### config.mk
export PLATFORM = sky130hd
export DESIGN_NAME = kps_ctrl
export DESIGN_NICKNAME = d
export VERILOG_FILES = /design/src/rtl/kps_pkg.sv /design/src/rtl/kps_ctrl.sv
export SDC_FILE = /design/constraint.sdc
export NUM_CORES = 1
export LEC_CHECK = 0
export BUFFER_PORTS_ARGS = -buffer_cell sky130_fd_sc_hd__buf_2
export CORE_MARGIN = 1.5
export CORE_UTILIZATION = 30
export CTS_CLUSTER_DIAMETER = 50
export DETAILED_ROUTE_END_ITERATION = 10
export PLACE_DENSITY = 0.57
export RECOVER_POWER = 25
export SYNTH_ARGS = -nofsm -noshare
export SYNTH_HDL_FRONTEND = slang
export SYNTH_SLANG_ARGS = --single-unit
### constraint.sdc
create_clock -name i_clk -period 1.9 [get_ports i_clk]
set_clock_uncertainty 0.05 [all_clocks]
set_input_delay 0.285 -clock i_clk [delete_from_list [all_inputs] [get_ports i_clk]]
set_output_delay 0.285 -clock i_clk [all_outputs]
set_load 0.02 [all_outputs]
### src/rtl/kps_pkg.sv
// Shared types, codes and constants for the knob pickup block.
package kps_pkg;

    // Default geometry
    localparam int NUM_UNITS_DEF       = 16;
    localparam int NUM_CONTROLLERS_DEF = 128;
    localparam int FIRST_KNOB_DEF      = 6;

    // Operation codes
    localparam logic [1:0] OP_KNOB  = 2'd0;
    localparam logic [1:0] OP_LOAD  = 2'd1;
    localparam logic [1:0] OP_CLEAR = 2'd2;
    localparam logic [1:0] OP_CFG   = 2'd3;

    // Action codes
    localparam logic [1:0] ACT_NONE   = 2'd0;
    localparam logic [1:0] ACT_PICKUP = 2'd1;
    localparam logic [1:0] ACT_UP     = 2'd2;
    localparam logic [1:0] ACT_DOWN   = 2'd3;

    // Indicator codes
    localparam logic [1:0] IND_UP     = 2'd0;
    localparam logic [1:0] IND_DOWN   = 2'd1;
    localparam logic [1:0] IND_PICKED = 2'd2;

    // Configuration register indexes
    localparam logic [1:0] CFG_JITTER = 2'd0;
    localparam logic [1:0] CFG_PICKUP = 2'd1;
    localparam logic [1:0] CFG_CENTER = 2'd2;

    localparam logic [9:0] JITTER_RST = 10'd30;
    localparam logic [9:0] PICKUP_RST = 10'd30;
    localparam logic [8:0] CENTER_RST = 9'd50;

    // Scaling constants (thousandths)
    localparam int SCALE   = 1000;
    localparam int RAW_DIV = 511;
    localparam int HALF    = 500;
    localparam int MAX_V   = 1000;

    // ceil(2^33/511): exact floor division by 511 for any 24-bit dividend
    localparam logic [24:0] RECIP_511 = 25'd16810049;
    localparam int          RECIP_SH  = 33;

    // Divider geometry
    localparam int DIV_NUM_W = 33;
    localparam int DIV_DEN_W = 18;

    // Knob value mapping modes
    localparam logic [2:0] MODE_PLAIN = 3'd0;
    localparam logic [2:0] MODE_HI    = 3'd1;
    localparam logic [2:0] MODE_LO    = 3'd2;
    localparam logic [2:0] MODE_SAT   = 3'd3;
    localparam logic [2:0] MODE_MID   = 3'd4;

    typedef struct packed {
        logic        assigned;
        logic        centered;
        logic        last_valid;
        logic [14:0] last_value;
    } t_ctl_word;

    typedef struct packed {
        logic [9:0] value;
        logic       loaded;
        logic       locked;
    } t_par_word;

    typedef struct packed {
        logic capture;
        logic sweep_ctl_we;
        logic sweep_par_we;
        logic calc;
        logic setup;
        logic post1;
        logic post2;
        logic cfg_wr;
        logic load_wr;
        logic out_load;
    } t_cmd;

    typedef struct packed {
        logic [1:0] op;
        logic       knob_ok;
        logic       load_ok;
        logic       cfg_ok;
        logic       sweep_last;
        logic       need_div;
        logic       div_busy;
        logic       out_free;
    } t_sts;

endpackage

### src/rtl/kps_ctrl.sv
// Controller state machine sequencing table access, scaling and result hand-off.
module kps_ctrl (
    input  logic          i_clk,
    input  logic          i_rst_n,
    input  logic          i_valid,
    output logic          o_stall,
    input  kps_pkg::t_sts i_sts,
    output kps_pkg::t_cmd o_cmd
);
    import kps_pkg::*;

    localparam logic [3:0] S_INIT  = 4'd0;
    localparam logic [3:0] S_IDLE  = 4'd1;
    localparam logic [3:0] S_RD    = 4'd2;
    localparam logic [3:0] S_CHK   = 4'd3;
    localparam logic [3:0] S_MUL   = 4'd4;
    localparam logic [3:0] S_DIV   = 4'd5;
    localparam logic [3:0] S_POST1 = 4'd6;
    localparam logic [3:0] S_POST2 = 4'd7;
    localparam logic [3:0] S_FIN   = 4'd8;
    localparam logic [3:0] S_CLR   = 4'd9;

    logic [3:0] r_state;
    logic [3:0] n_state;

    always_ff @(posedge i_clk) begin
        if (!i_rst_n) begin
            r_state <= S_INIT;
        end else begin
            r_state <= n_state;
        end
    end

    always_comb begin
        n_state = r_state;
        o_cmd   = '0;
        case (r_state)
            S_INIT: begin
                o_cmd.sweep_ctl_we = 1'b1;
                o_cmd.sweep_par_we = 1'b1;
                if (i_sts.sweep_last) begin
                    n_state = S_IDLE;
                end
            end
            S_IDLE: begin
                if (i_valid) begin
                    o_cmd.capture = 1'b1;
                    n_state       = S_RD;
                end
            end
            S_RD: n_state = S_CHK;
            S_CHK: begin
                case (i_sts.op)
                    OP_KNOB: begin
                        if (i_sts.knob_ok) begin
                            o_cmd.calc = 1'b1;
                            n_state    = S_MUL;
                        end else begin
                            n_state = S_FIN;
                        end
                    end
                    OP_LOAD: begin
                        o_cmd.load_wr = i_sts.load_ok;
                        n_state       = S_FIN;
                    end
                    OP_CLEAR: n_state = S_CLR;
                    default: begin
                        o_cmd.cfg_wr = i_sts.cfg_ok;
                        n_state      = S_FIN;
                    end
                endcase
            end
            S_MUL: begin
                o_cmd.setup = 1'b1;
                n_state     = i_sts.need_div ? S_DIV : S_POST1;
            end
            S_DIV: begin
                if (!i_sts.div_busy) begin
                    n_state = S_POST1;
                end
            end
            S_POST1: begin
                o_cmd.post1 = 1'b1;
                n_state     = S_POST2;
            end
            S_POST2: begin
                o_cmd.post2 = 1'b1;
                n_state     = S_FIN;
            end
            S_FIN: begin
                if (i_sts.out_free) begin
                    o_cmd.out_load = 1'b1;
                    n_state        = S_IDLE;
                end
            end
            S_CLR: begin
                o_cmd.sweep_par_we = 1'b1;
                if (i_sts.sweep_last) begin
                    n_state = S_FIN;
                end
            end
            default: n_state = S_INIT;
        endcase
    end

    assign o_stall = (r_state != S_IDLE);
endmodule

==> reports/qor.json, run 1 <==
{
  "most-common-layout-cells": "20 x sky130_fd_sc_hd__buf_2, 9 x sky130_fd_sc_hd__nor2_1, 6 x sky130_fd_sc_hd__nand2_1, 4 x sky130_fd_sc_hd__dfxtp_1",
  "drt-pass1-iter-count": 4,
  "detail_route.vias_per_cell": 4.92,
  "final_cells": 95,
  "final_common_cell": "sky130_fd_sc_hd__buf_2",
  "clk_path_buf_depth": 2,
  "grt_pass1_wl_um": 1570,
  "synth_ff_type": "sky130_fd_sc_hd__dfxtp_1",
  "areaGrowthSynthToFinish_pct": 32.8,
  "netlist.top_cell.by_area": "sky130_fd_sc_hd__dfxtp_1",
  "post_synth_edffs": 0,
  "overall_via_count_from_detail_route": 467,
  "dp_slack_ns": 0.210,
  "htree_levels": 1,
  "post-route-worst-setup-slack_ns": 0.150,
  "synth_top_area_share": 0.193,
  "achievable_frequency_mhz": 571,
  "cts_tree": "built",
  "slew_violations": 0,
  "timing.final.crit_period_ns": 1.75,
  "required_ns": 1.56,
  "timing.final.crit_share": 0.921,
  "dieArea_sq_mm": 0.00162,
  "gate_count_of_the_mapped_netlist": 57,
  "io_buffers": 22,
  "power_density_over_cell_area_mw_per_mm2": 785,
  "status": "complete, no violations",
  "syn_avg_cell_area_sq_um": 7.29,
  "timing_worst_slew_pin_value_ns": 0.423,
  "mappedNetlistNets": 69,
  "avgRoutedWirePerCell_um": 11.1,
  "globalRouteTotalUtil": 0.147,
  "drt_drc_violations_left": 0,
  "grt_antenna_before_repair": 0,
  "largest_register_ffs": 4,
  "cap_violations": 0,
  "num_rows": 13,
  "critPathArrivalTime_ns": 1.41,
  "synth.yosys.seq_area_share": 0.193,
  "yosys-top-cells-area": "sky130_fd_sc_hd__dfxtp_1 19%, sky130_fd_sc_hd__nor2_1 8.1%, sky130_fd_sc_hd__nand2_1 5.4%, sky130_fd_sc_hd__buf_2 3.6%, sky130_fd_sc_hd__nor3_1 3.6%",
  "placed_cells_incl_taps": 92,
  "antenna-diode-count": 0,
  "start_kind": "flop",
  "crit_path_end_kind": "primary output",
  "reg2regPathDepth": 4,
  "finish.utilization": 0.424,
  "postRouteAntennaNets": 0,
  "timing.max_slew.rel_slack": 0.717,
  "clock_insertion_delay_worst_skew_ns": 0.24,
  "finalSetupViolations": 0,
  "finalHoldViolCount": 0,
  "dr.first_iter.drc_count": 2,
  "clock_sinks": 4,
  "hpwlAfterDp_um": 797,
  "post-cts-setup-buffer-count": 0,
  "worst_hold_path_cells": 3,
  "number_of_gates_resized_after_cts": 0,
  "wl_um": 1050,
  "ioPinCount": 23,
  "yosys_warnings": 0,
  "ys_ff_latch": 4,
  "final_area_sq_um": 552,
  "overflow": 0,
  "first_global_vias": 380,
  "placeableCoreArea_sq_mm": 0.00130,
  "finalNetCount": 94,
  "die_x_um": 40.2,
  "holdBufCountCts": 0,
  "synthArstFlopShare": 0,
  "cts_buffers": 3,
  "final_layout_size_suffix_gt1_frac": 0.363,
  "max_flop_register": "r_state",
  "synth_cell_type_count": 32,
  "hold_class": "input port to flop",
  "unrepaired_setup_endpoints_after_global_routing": "false",
  "root_driver": "sky130_fd_sc_hd__clkbuf_4",
  "synth_area_sq_um": 415,
  "fin_setup_tns_ns": 0,
  "floorplan.initialDensity": 0.319,
  "place_congestion": 0.793,
  "critical_path_peak_fanout": 13,
  "post_dp_cell_area_sq_um": 532,
  "number_of_filler_cells_placed_in_the_layout": 148,
  "total_leakage_power_nw": 0.261,
  "chip_height_um": 40.2,
  "path_class": "flop to primary output",
  "maximum_vdd_drop_mv": 0.575,
  "top_registers": "r_state x4",
  "pin_count_of_the_biggest_net_entering_global_routing": 14,
  "cts.clk_slew.worst_paths_ns": 0.04
}
==> through the flow <==
stage                     hold slack (ns)  power [mW]
after floorplan                     0.393       0.274
after global placement              0.557       0.333
after detailed placement            0.550       0.334
after CTS                           0.297       0.444
after global routing                0.315       0.474
final                               0.310       0.433
==> report_power, final <==
group / switching, mW / internal, mW
clock network: 0.0341 / 0.0706
logic: 0.124 / 0.0877
registers: 0.0213 / 0.0955
total: 0.179 / 0.254
==> layer usage <==
layer	vias up	track usage	share of wire
li1	248	-	-
met1	202	0.208	0.51
met2	14	0.206	0.41
met3	3	0.0333	0.064
met4	0	0.0750	0.013
met5	-	0	0
==> area by class of cell <==
class / count / area (sq um) / area share
multi-input combinational: 46 / 297 / 0.537
tap: 15 / 18.8 / 0.0340
clock buffer: 3 / 22.5 / 0.0408
timing repair buffer: 24 / 123 / 0.222
sequential: 4 / 80.1 / 0.145
inverter: 3 / 11.3 / 0.0204
==> worst paths after layout <==
check | start | endpoint | slack [ns]
min reg2reg | r_state[3] | r_state[2] | 0.71
max | r_state[1] | o_cmd[6] | 0.15
max reg2reg | r_state[3] | r_state[3] | 0.19
min | i_rst_n | r_state[2] | 0.31
==> kinds of logic after synthesis <==
family / after synthesis / share of synthesized area
multiplexers: 1 / 0.0361
AND/OR/NAND/NOR: 34 / 0.461
buffers and inverters: 7 / 0.0934
flip-flops: 4 / 0.193
XOR/XNOR: 1 / 0.0211
AO/OA/AOI/OAI: 10 / 0.196
==> cells in the mapped netlist, drive strengths merged (2+ instances only) <==
library cell,number
nor2,9
inv,3
a21oi,2
nor3,3
nor4,2
nor3b,2
buf,3
nand2,6
dfxtp,4
o21ai,2
==> critical path: stages, from the launching register on <==
cell and delay [ns]:
sky130_fd_sc_hd__dfxtp_1 0.57, sky130_fd_sc_hd__nand2_1 0.21, sky130_fd_sc_hd__nor4_1 0.20, sky130_fd_sc_hd__buf_2 0.21
Power figures use the tool's default switching activity.
==> run 2: changes to the inputs <==
- BUFFER_PORTS_ARGS: -buffer_cell sky130_fd_sc_hd__buf_2 -> default
- DONT_BUFFER_PORTS: default -> 1
- PLACE_DENSITY: 0.57 -> 0.43
==> run 2 against run 1 <==
Via count decreased by 5.4%; clock power hardly changed; cell count shrank 15%; critical path depth up 2; non-clock buffer count fell by 14; critical endpoint is now o_cmd[1].
==> reports/qor.json, run 2 (same netlist as run 1, synthesis figures left out) <==
{
  "clock_insertion_delay_worst_skew_ns": 0.24,
  "overflow": 0,
  "clk_path_buf_depth": 2,
  "fin_setup_tns_ns": 0,
  "status": "complete, no violations",
  "pin_count_of_the_biggest_net_entering_global_routing": 14,
  "die_x_um": 40.2,
  "overall_via_count_from_detail_route": 442,
  "unrepaired_setup_endpoints_after_global_routing": "false",
  "final_area_sq_um": 497,
  "dieArea_sq_mm": 0.00162,
  "crit_path_end_kind": "primary output",
  "finalNetCount": 80,
  "number_of_filler_cells_placed_in_the_layout": 158,
  "antenna-diode-count": 0,
  "wl_um": 1020,
  "globalRouteTotalUtil": 0.137,
  "power.combinational.fraction": 0.480,
  "timing.final.crit_period_ns": 1.73,
  "chip_height_um": 40.2,
  "detail_route.vias_per_cell": 5.46,
  "hpwlAfterDp_um": 794,
  "num_rows": 13,
  "first_global_vias": 355,
  "worst_path_most_repeated_cell": "sky130_fd_sc_hd__buf_4",
  "cp_slowest_cell": "sky130_fd_sc_hd__dfxtp_1",
  "p_seq_frac": 0.267,
  "cap_violations": 0,
  "clock_sinks": 4,
  "postRouteAntennaNets": 0,
  "place_congestion": 0.727,
  "timing_worst_slew_pin_value_ns": 0.391,
  "cts.clk_slew.worst_paths_ns": 0.04,
  "finalHoldViolCount": 0,
  "critical_path_peak_fanout": 10,
  "hold_class": "input port to flop",
  "timing.critical_path.buf_inv": 2,
  "multi_input_comb_area_sq_um": 292,
  "finalSetupViolations": 0,
  "holdBufCountCts": 0,
  "grt_antenna_before_repair": 0,
  "final_layout_size_suffix_gt1_frac": 0.242,
  "cts_tree": "built",
  "areaGrowthSynthToFinish_pct": 19.6,
  "drt-pass1-iter-count": 3,
  "max_flop_register": "r_state",
  "achievable_frequency_mhz": 578,
  "power_density_over_cell_area_mw_per_mm2": 864,
  "cts_buffers": 3,
  "path_class": "flop to primary output",
  "critPathArrivalTime_ns": 1.39,
  "io_buffers": 0,
  "drt_drc_violations_left": 0,
  "avgRoutedWirePerCell_um": 12.6,
  "largest_register_ffs": 4,
  "internal-power_uw": 254,
  "power_switching_share": 0.408,
  "start_kind": "flop",
  "grt_pass1_wl_um": 1410,
  "total_leakage_power_nw": 0.200,
  "top_registers": "r_state x4",
  "most-common-layout-cells": "9 x sky130_fd_sc_hd__nor2_1, 9 x sky130_fd_sc_hd__buf_4, 6 x sky130_fd_sc_hd__nand2_1",
  "timing.max_slew.rel_slack": 0.738,
  "net-switching-power_uw": 175,
  "timing.critical_path.cells": "buf_4 -> nor2_1 -> nand4_1 -> nor3b_1 -> buf_4",
  "power.share.clock": 0.253,
  "slew_violations": 0,
  "required_ns": 1.56,
  "timing.critical_path.max_delay_family": "simple AND/OR/NAND/NOR gates",
  "dr.first_iter.drc_count": 6,
  "maximum_vdd_drop_mv": 0.359,
  "critical_path.max_stage_delay_ns": 0.32,
  "htree_levels": 1,
  "floorplan.initialDensity": 0.319,
  "timing.final.crit_share": 0.910,
  "area.sequential_sq_um": 81.3,
  "post_dp_cell_area_sq_um": 482,
  "root_driver": "sky130_fd_sc_hd__clkbuf_4",
  "ioPinCount": 23,
  "placeableCoreArea_sq_mm": 0.00130
}
==> run 2: cell count changes in the layout (fill, tap and decap cells not counted), sizes merged <==
| cell | change |
|---|---|
| buf | -13 |
| clkbuf | -1 |
==> run 2: worst register-to-register path, delay by kind of cell, from the launching register on <==
family	cells	cell delay, ns
compound gates	2	0.48
simple gates	1	0.31
mux	1	0.33
flops	1	0.42
==> run 2: timing repair <==
item	4_1_cts	5_1_grt
gates resized for setup	0	1
endpoints found under the setup margin	0	1
buffers inserted	0	0
==> run 2: power by group through the flow <==
stage / sequential (mW) / combinational (mW) / clock (mW)
3_5_place_dp: 0.115 / 0.218 / 0
3_3_place_gp: 0.115 / 0.222 / 0
2_1_floorplan: 0.106 / 0.168 / 0
6_report: 0.115 / 0.206 / 0.108
4_1_cts: 0.114 / 0.219 / 0.111
5_1_grt: 0.117 / 0.226 / 0.121
==> run 2: routing by layer <==
layer,global-route usage,vias up,part of all wire
met1,0.162,199,0.44
li1,-,226,-
met5,0,-,0
met3,0.0389,2,0.069
met2,0.210,15,0.47
met4,0.100,0,0.017
==> run 2: layout make-up <==
cell class,count,share of cell area
inverter,3,0.0227
timing repair buffer,10,0.144
tap,15,0.0378
sequential,4,0.164
multi-input combinational,46,0.587
clock buffer,3,0.0453
==> run 2: worst paths after layout <==
kind	startpoint	endpoint	slack (ns)	cells after the start
setup / recovery	r_state[3]	o_cmd[1]	0.17	5
hold / removal	i_rst_n	r_state[1]	0.16	2
setup reg to reg	r_state[2]	r_state[3]	0.19	4
hold reg to reg	r_state[2]	r_state[2]	0.70	3
==> run 2: stage by stage <==
stage / worst slack, ns / utilization / hold WS (ns) / cells / power [mW]
2_1_floorplan: 0.137 / - / 0.393 / 57 / 0.274
3_3_place_gp: 0.312 / 0.370 / 0.418 / 78 / 0.337
3_5_place_dp: 0.303 / 0.370 / 0.408 / 78 / 0.333
4_1_cts: 0.134 / 0.388 / 0.157 / 81 / 0.444
5_1_grt: 0.0616 / 0.382 / 0.150 / 81 / 0.464
6_report: 0.170 / 0.382 / 0.161 / 81 / 0.429
==> run 3: changes to the inputs <==
- clock period: 1.9 -> 2 ns (I/O delays scaled with it)
==> run 3 against run 2 <==
Final area down 3.8%; setup slack gained 0.018 ns; combinational power fell by 9.7%; via count shrank 3.8%; die area unchanged; cell count fell by 3.7%; clock power down 9%; non-clock buffer count decreased by 3.
==> reports/qor.json, run 3 (same netlist as run 1, synthesis figures left out) <==
{
  "placeableCoreArea_sq_mm": 0.00130,
  "areaGrowthSynthToFinish_pct": 15.1,
  "critical_path.max_stage_delay_ns": 0.52,
  "drt-pass1-iter-count": 3,
  "report.power.total_uw": 395,
  "internal-power_uw": 233,
  "first_global_vias": 378,
  "grt_antenna_before_repair": 0,
  "die_x_um": 40.2,
  "hpwlAfterDp_um": 787,
  "finalSetupViolations": 0,
  "io_buffers": 0,
  "power_switching_share": 0.410,
  "finalHoldViolCount": 0,
  "drt_drc_violations_left": 0,
  "path_class": "flop to primary output",
  "number_of_gates_resized_after_cts": 0,
  "achievable_frequency_mhz": 552,
  "critical_path_peak_fanout": 13,
  "chip_height_um": 40.2,
  "post-route-worst-setup-slack_ns": 0.188,
  "overall_via_count_from_detail_route": 425,
  "largest_register_ffs": 4,
  "fin_setup_tns_ns": 0,
  "cp_slowest_cell": "sky130_fd_sc_hd__dfxtp_1",
  "maximum_vdd_drop_mv": 0.409,
  "hold_class": "input port to flop",
  "crit_start": "r_state[2]",
  "place_congestion": 0.723,
  "antenna-diode-count": 0,
  "num_rows": 13,
  "htree_levels": 1,
  "cp-endpoint": "o_cmd[4]",
  "crit_path_end_kind": "primary output",
  "max_flop_register": "r_state",
  "clk_path_buf_depth": 2,
  "final_area_sq_um": 478,
  "regToRegSetupSlack_ns": 0.29,
  "clock_sinks": 4,
  "total_leakage_power_nw": 0.189,
  "min-delay-start": "i_rst_n",
  "timing.critical_path.buf_inv": 1,
  "timing.critical_path.depth": 3,
  "timing.final.crit_period_ns": 1.81,
  "cts.clk_slew.worst_paths_ns": 0.03,
  "ioPinCount": 23,
  "reg2regPathDepth": 4,
  "required_ns": 1.65,
  "final_common_cell": "sky130_fd_sc_hd__nor2_1",
  "grt_pass1_wl_um": 1550,
  "globalRouteTotalUtil": 0.151,
  "power.share.clock": 0.248,
  "floorplan.initialDensity": 0.319,
  "most-common-layout-cells": "9 x sky130_fd_sc_hd__nor2_1, 6 x sky130_fd_sc_hd__nand2_1, 6 x sky130_fd_sc_hd__buf_4, 4 x sky130_fd_sc_hd__dfxtp_1",
  "r2r_start": "r_state[3]",
  "power_density_over_cell_area_mw_per_mm2": 827,
  "p_seq_frac": 0.281,
  "net-switching-power_uw": 162,
  "dp_slack_ns": 0.291,
  "holdBufCountCts": 0,
  "slew_violations": 0,
  "avgRoutedWirePerCell_um": 12.9,
  "timing.critical_path.max_delay_family": "simple AND/OR/NAND/NOR gates",
  "dr.first_iter.drc_count": 11,
  "final_layout_size_suffix_gt1_frac": 0.206,
  "postRouteAntennaNets": 0,
  "overflow": 0,
  "cap_violations": 0,
  "detail_route.vias_per_cell": 5.45,
  "timing.max_slew.rel_slack": 0.716,
  "status": "complete, no violations",
  "dieArea_sq_mm": 0.00162,
  "top_registers": "r_state x4",
  "clock_insertion_delay_worst_skew_ns": 0.23,
  "start_kind": "flop",
  "crit-reg2reg-capture": "r_state[3]",
  "critPathArrivalTime_ns": 1.46,
  "cts_buffers": 3,
  "cts_tree": "built",
  "root_driver": "sky130_fd_sc_hd__clkbuf_4",
  "wl_um": 1010,
  "timing.final.crit_share": 0.906,
  "post-cts-setup-buffer-count": 0,
  "timing_worst_slew_pin_value_ns": 0.425,
  "post_dp_cell_area_sq_um": 459,
  "power.combinational.fraction": 0.471,
  "timing.critical_path.cells": "or2b_1 -> nor3b_1 -> buf_4",
  "finalNetCount": 77,
  "unrepaired_setup_endpoints_after_global_routing": "false",
  "pin_count_of_the_biggest_net_entering_global_routing": 14
}
## run 3: layout make-up
class                           count  area [sq um]
Timing Repair Buffer                7          48.8
Clock buffer                        3          22.5
Fill cell                         143           823
Tap cell                           15          18.8
Sequential cell                     4          80.1
Multi-Input combinational cell     46           297
Inverter                            3          11.3
## run 3: worst min path at each step
stage,endpoint,slack [ns],depth (start not counted)
5_1_grt,r_state[2],0.18,2
4_1_cts,r_state[2],0.18,2
2_1_floorplan,r_state[2],0.41,2
6_report,r_state[2],0.19,2
3_3_place_gp,r_state[2],0.43,2
3_5_place_dp,r_state[2],0.42,2
## run 3: power by group through the flow
stage	Combinational (mW)	Sequential, mW	Clock [mW]
floorplan	0.160	0.100	0
global placement	0.197	0.112	0
detailed placement	0.195	0.112	0
CTS	0.196	0.111	0.103
global route	0.207	0.115	0.115
finish	0.186	0.111	0.0981
## run 3: per-stage QoR
step	utilization	hold WS, ns	std cells
finish	0.367	0.187	78
global route	0.367	0.181	78
CTS	0.370	0.176	78
detailed placement	0.353	0.423	75
global placement	0.353	0.433	75
floorplan	-	0.408	57
## run 3: layer usage
layer,part of all wire,global-route usage
met4,0,0.0500
met5,0,0
met1,0.42,0.174
met3,0.074,0.0667
met2,0.51,0.246
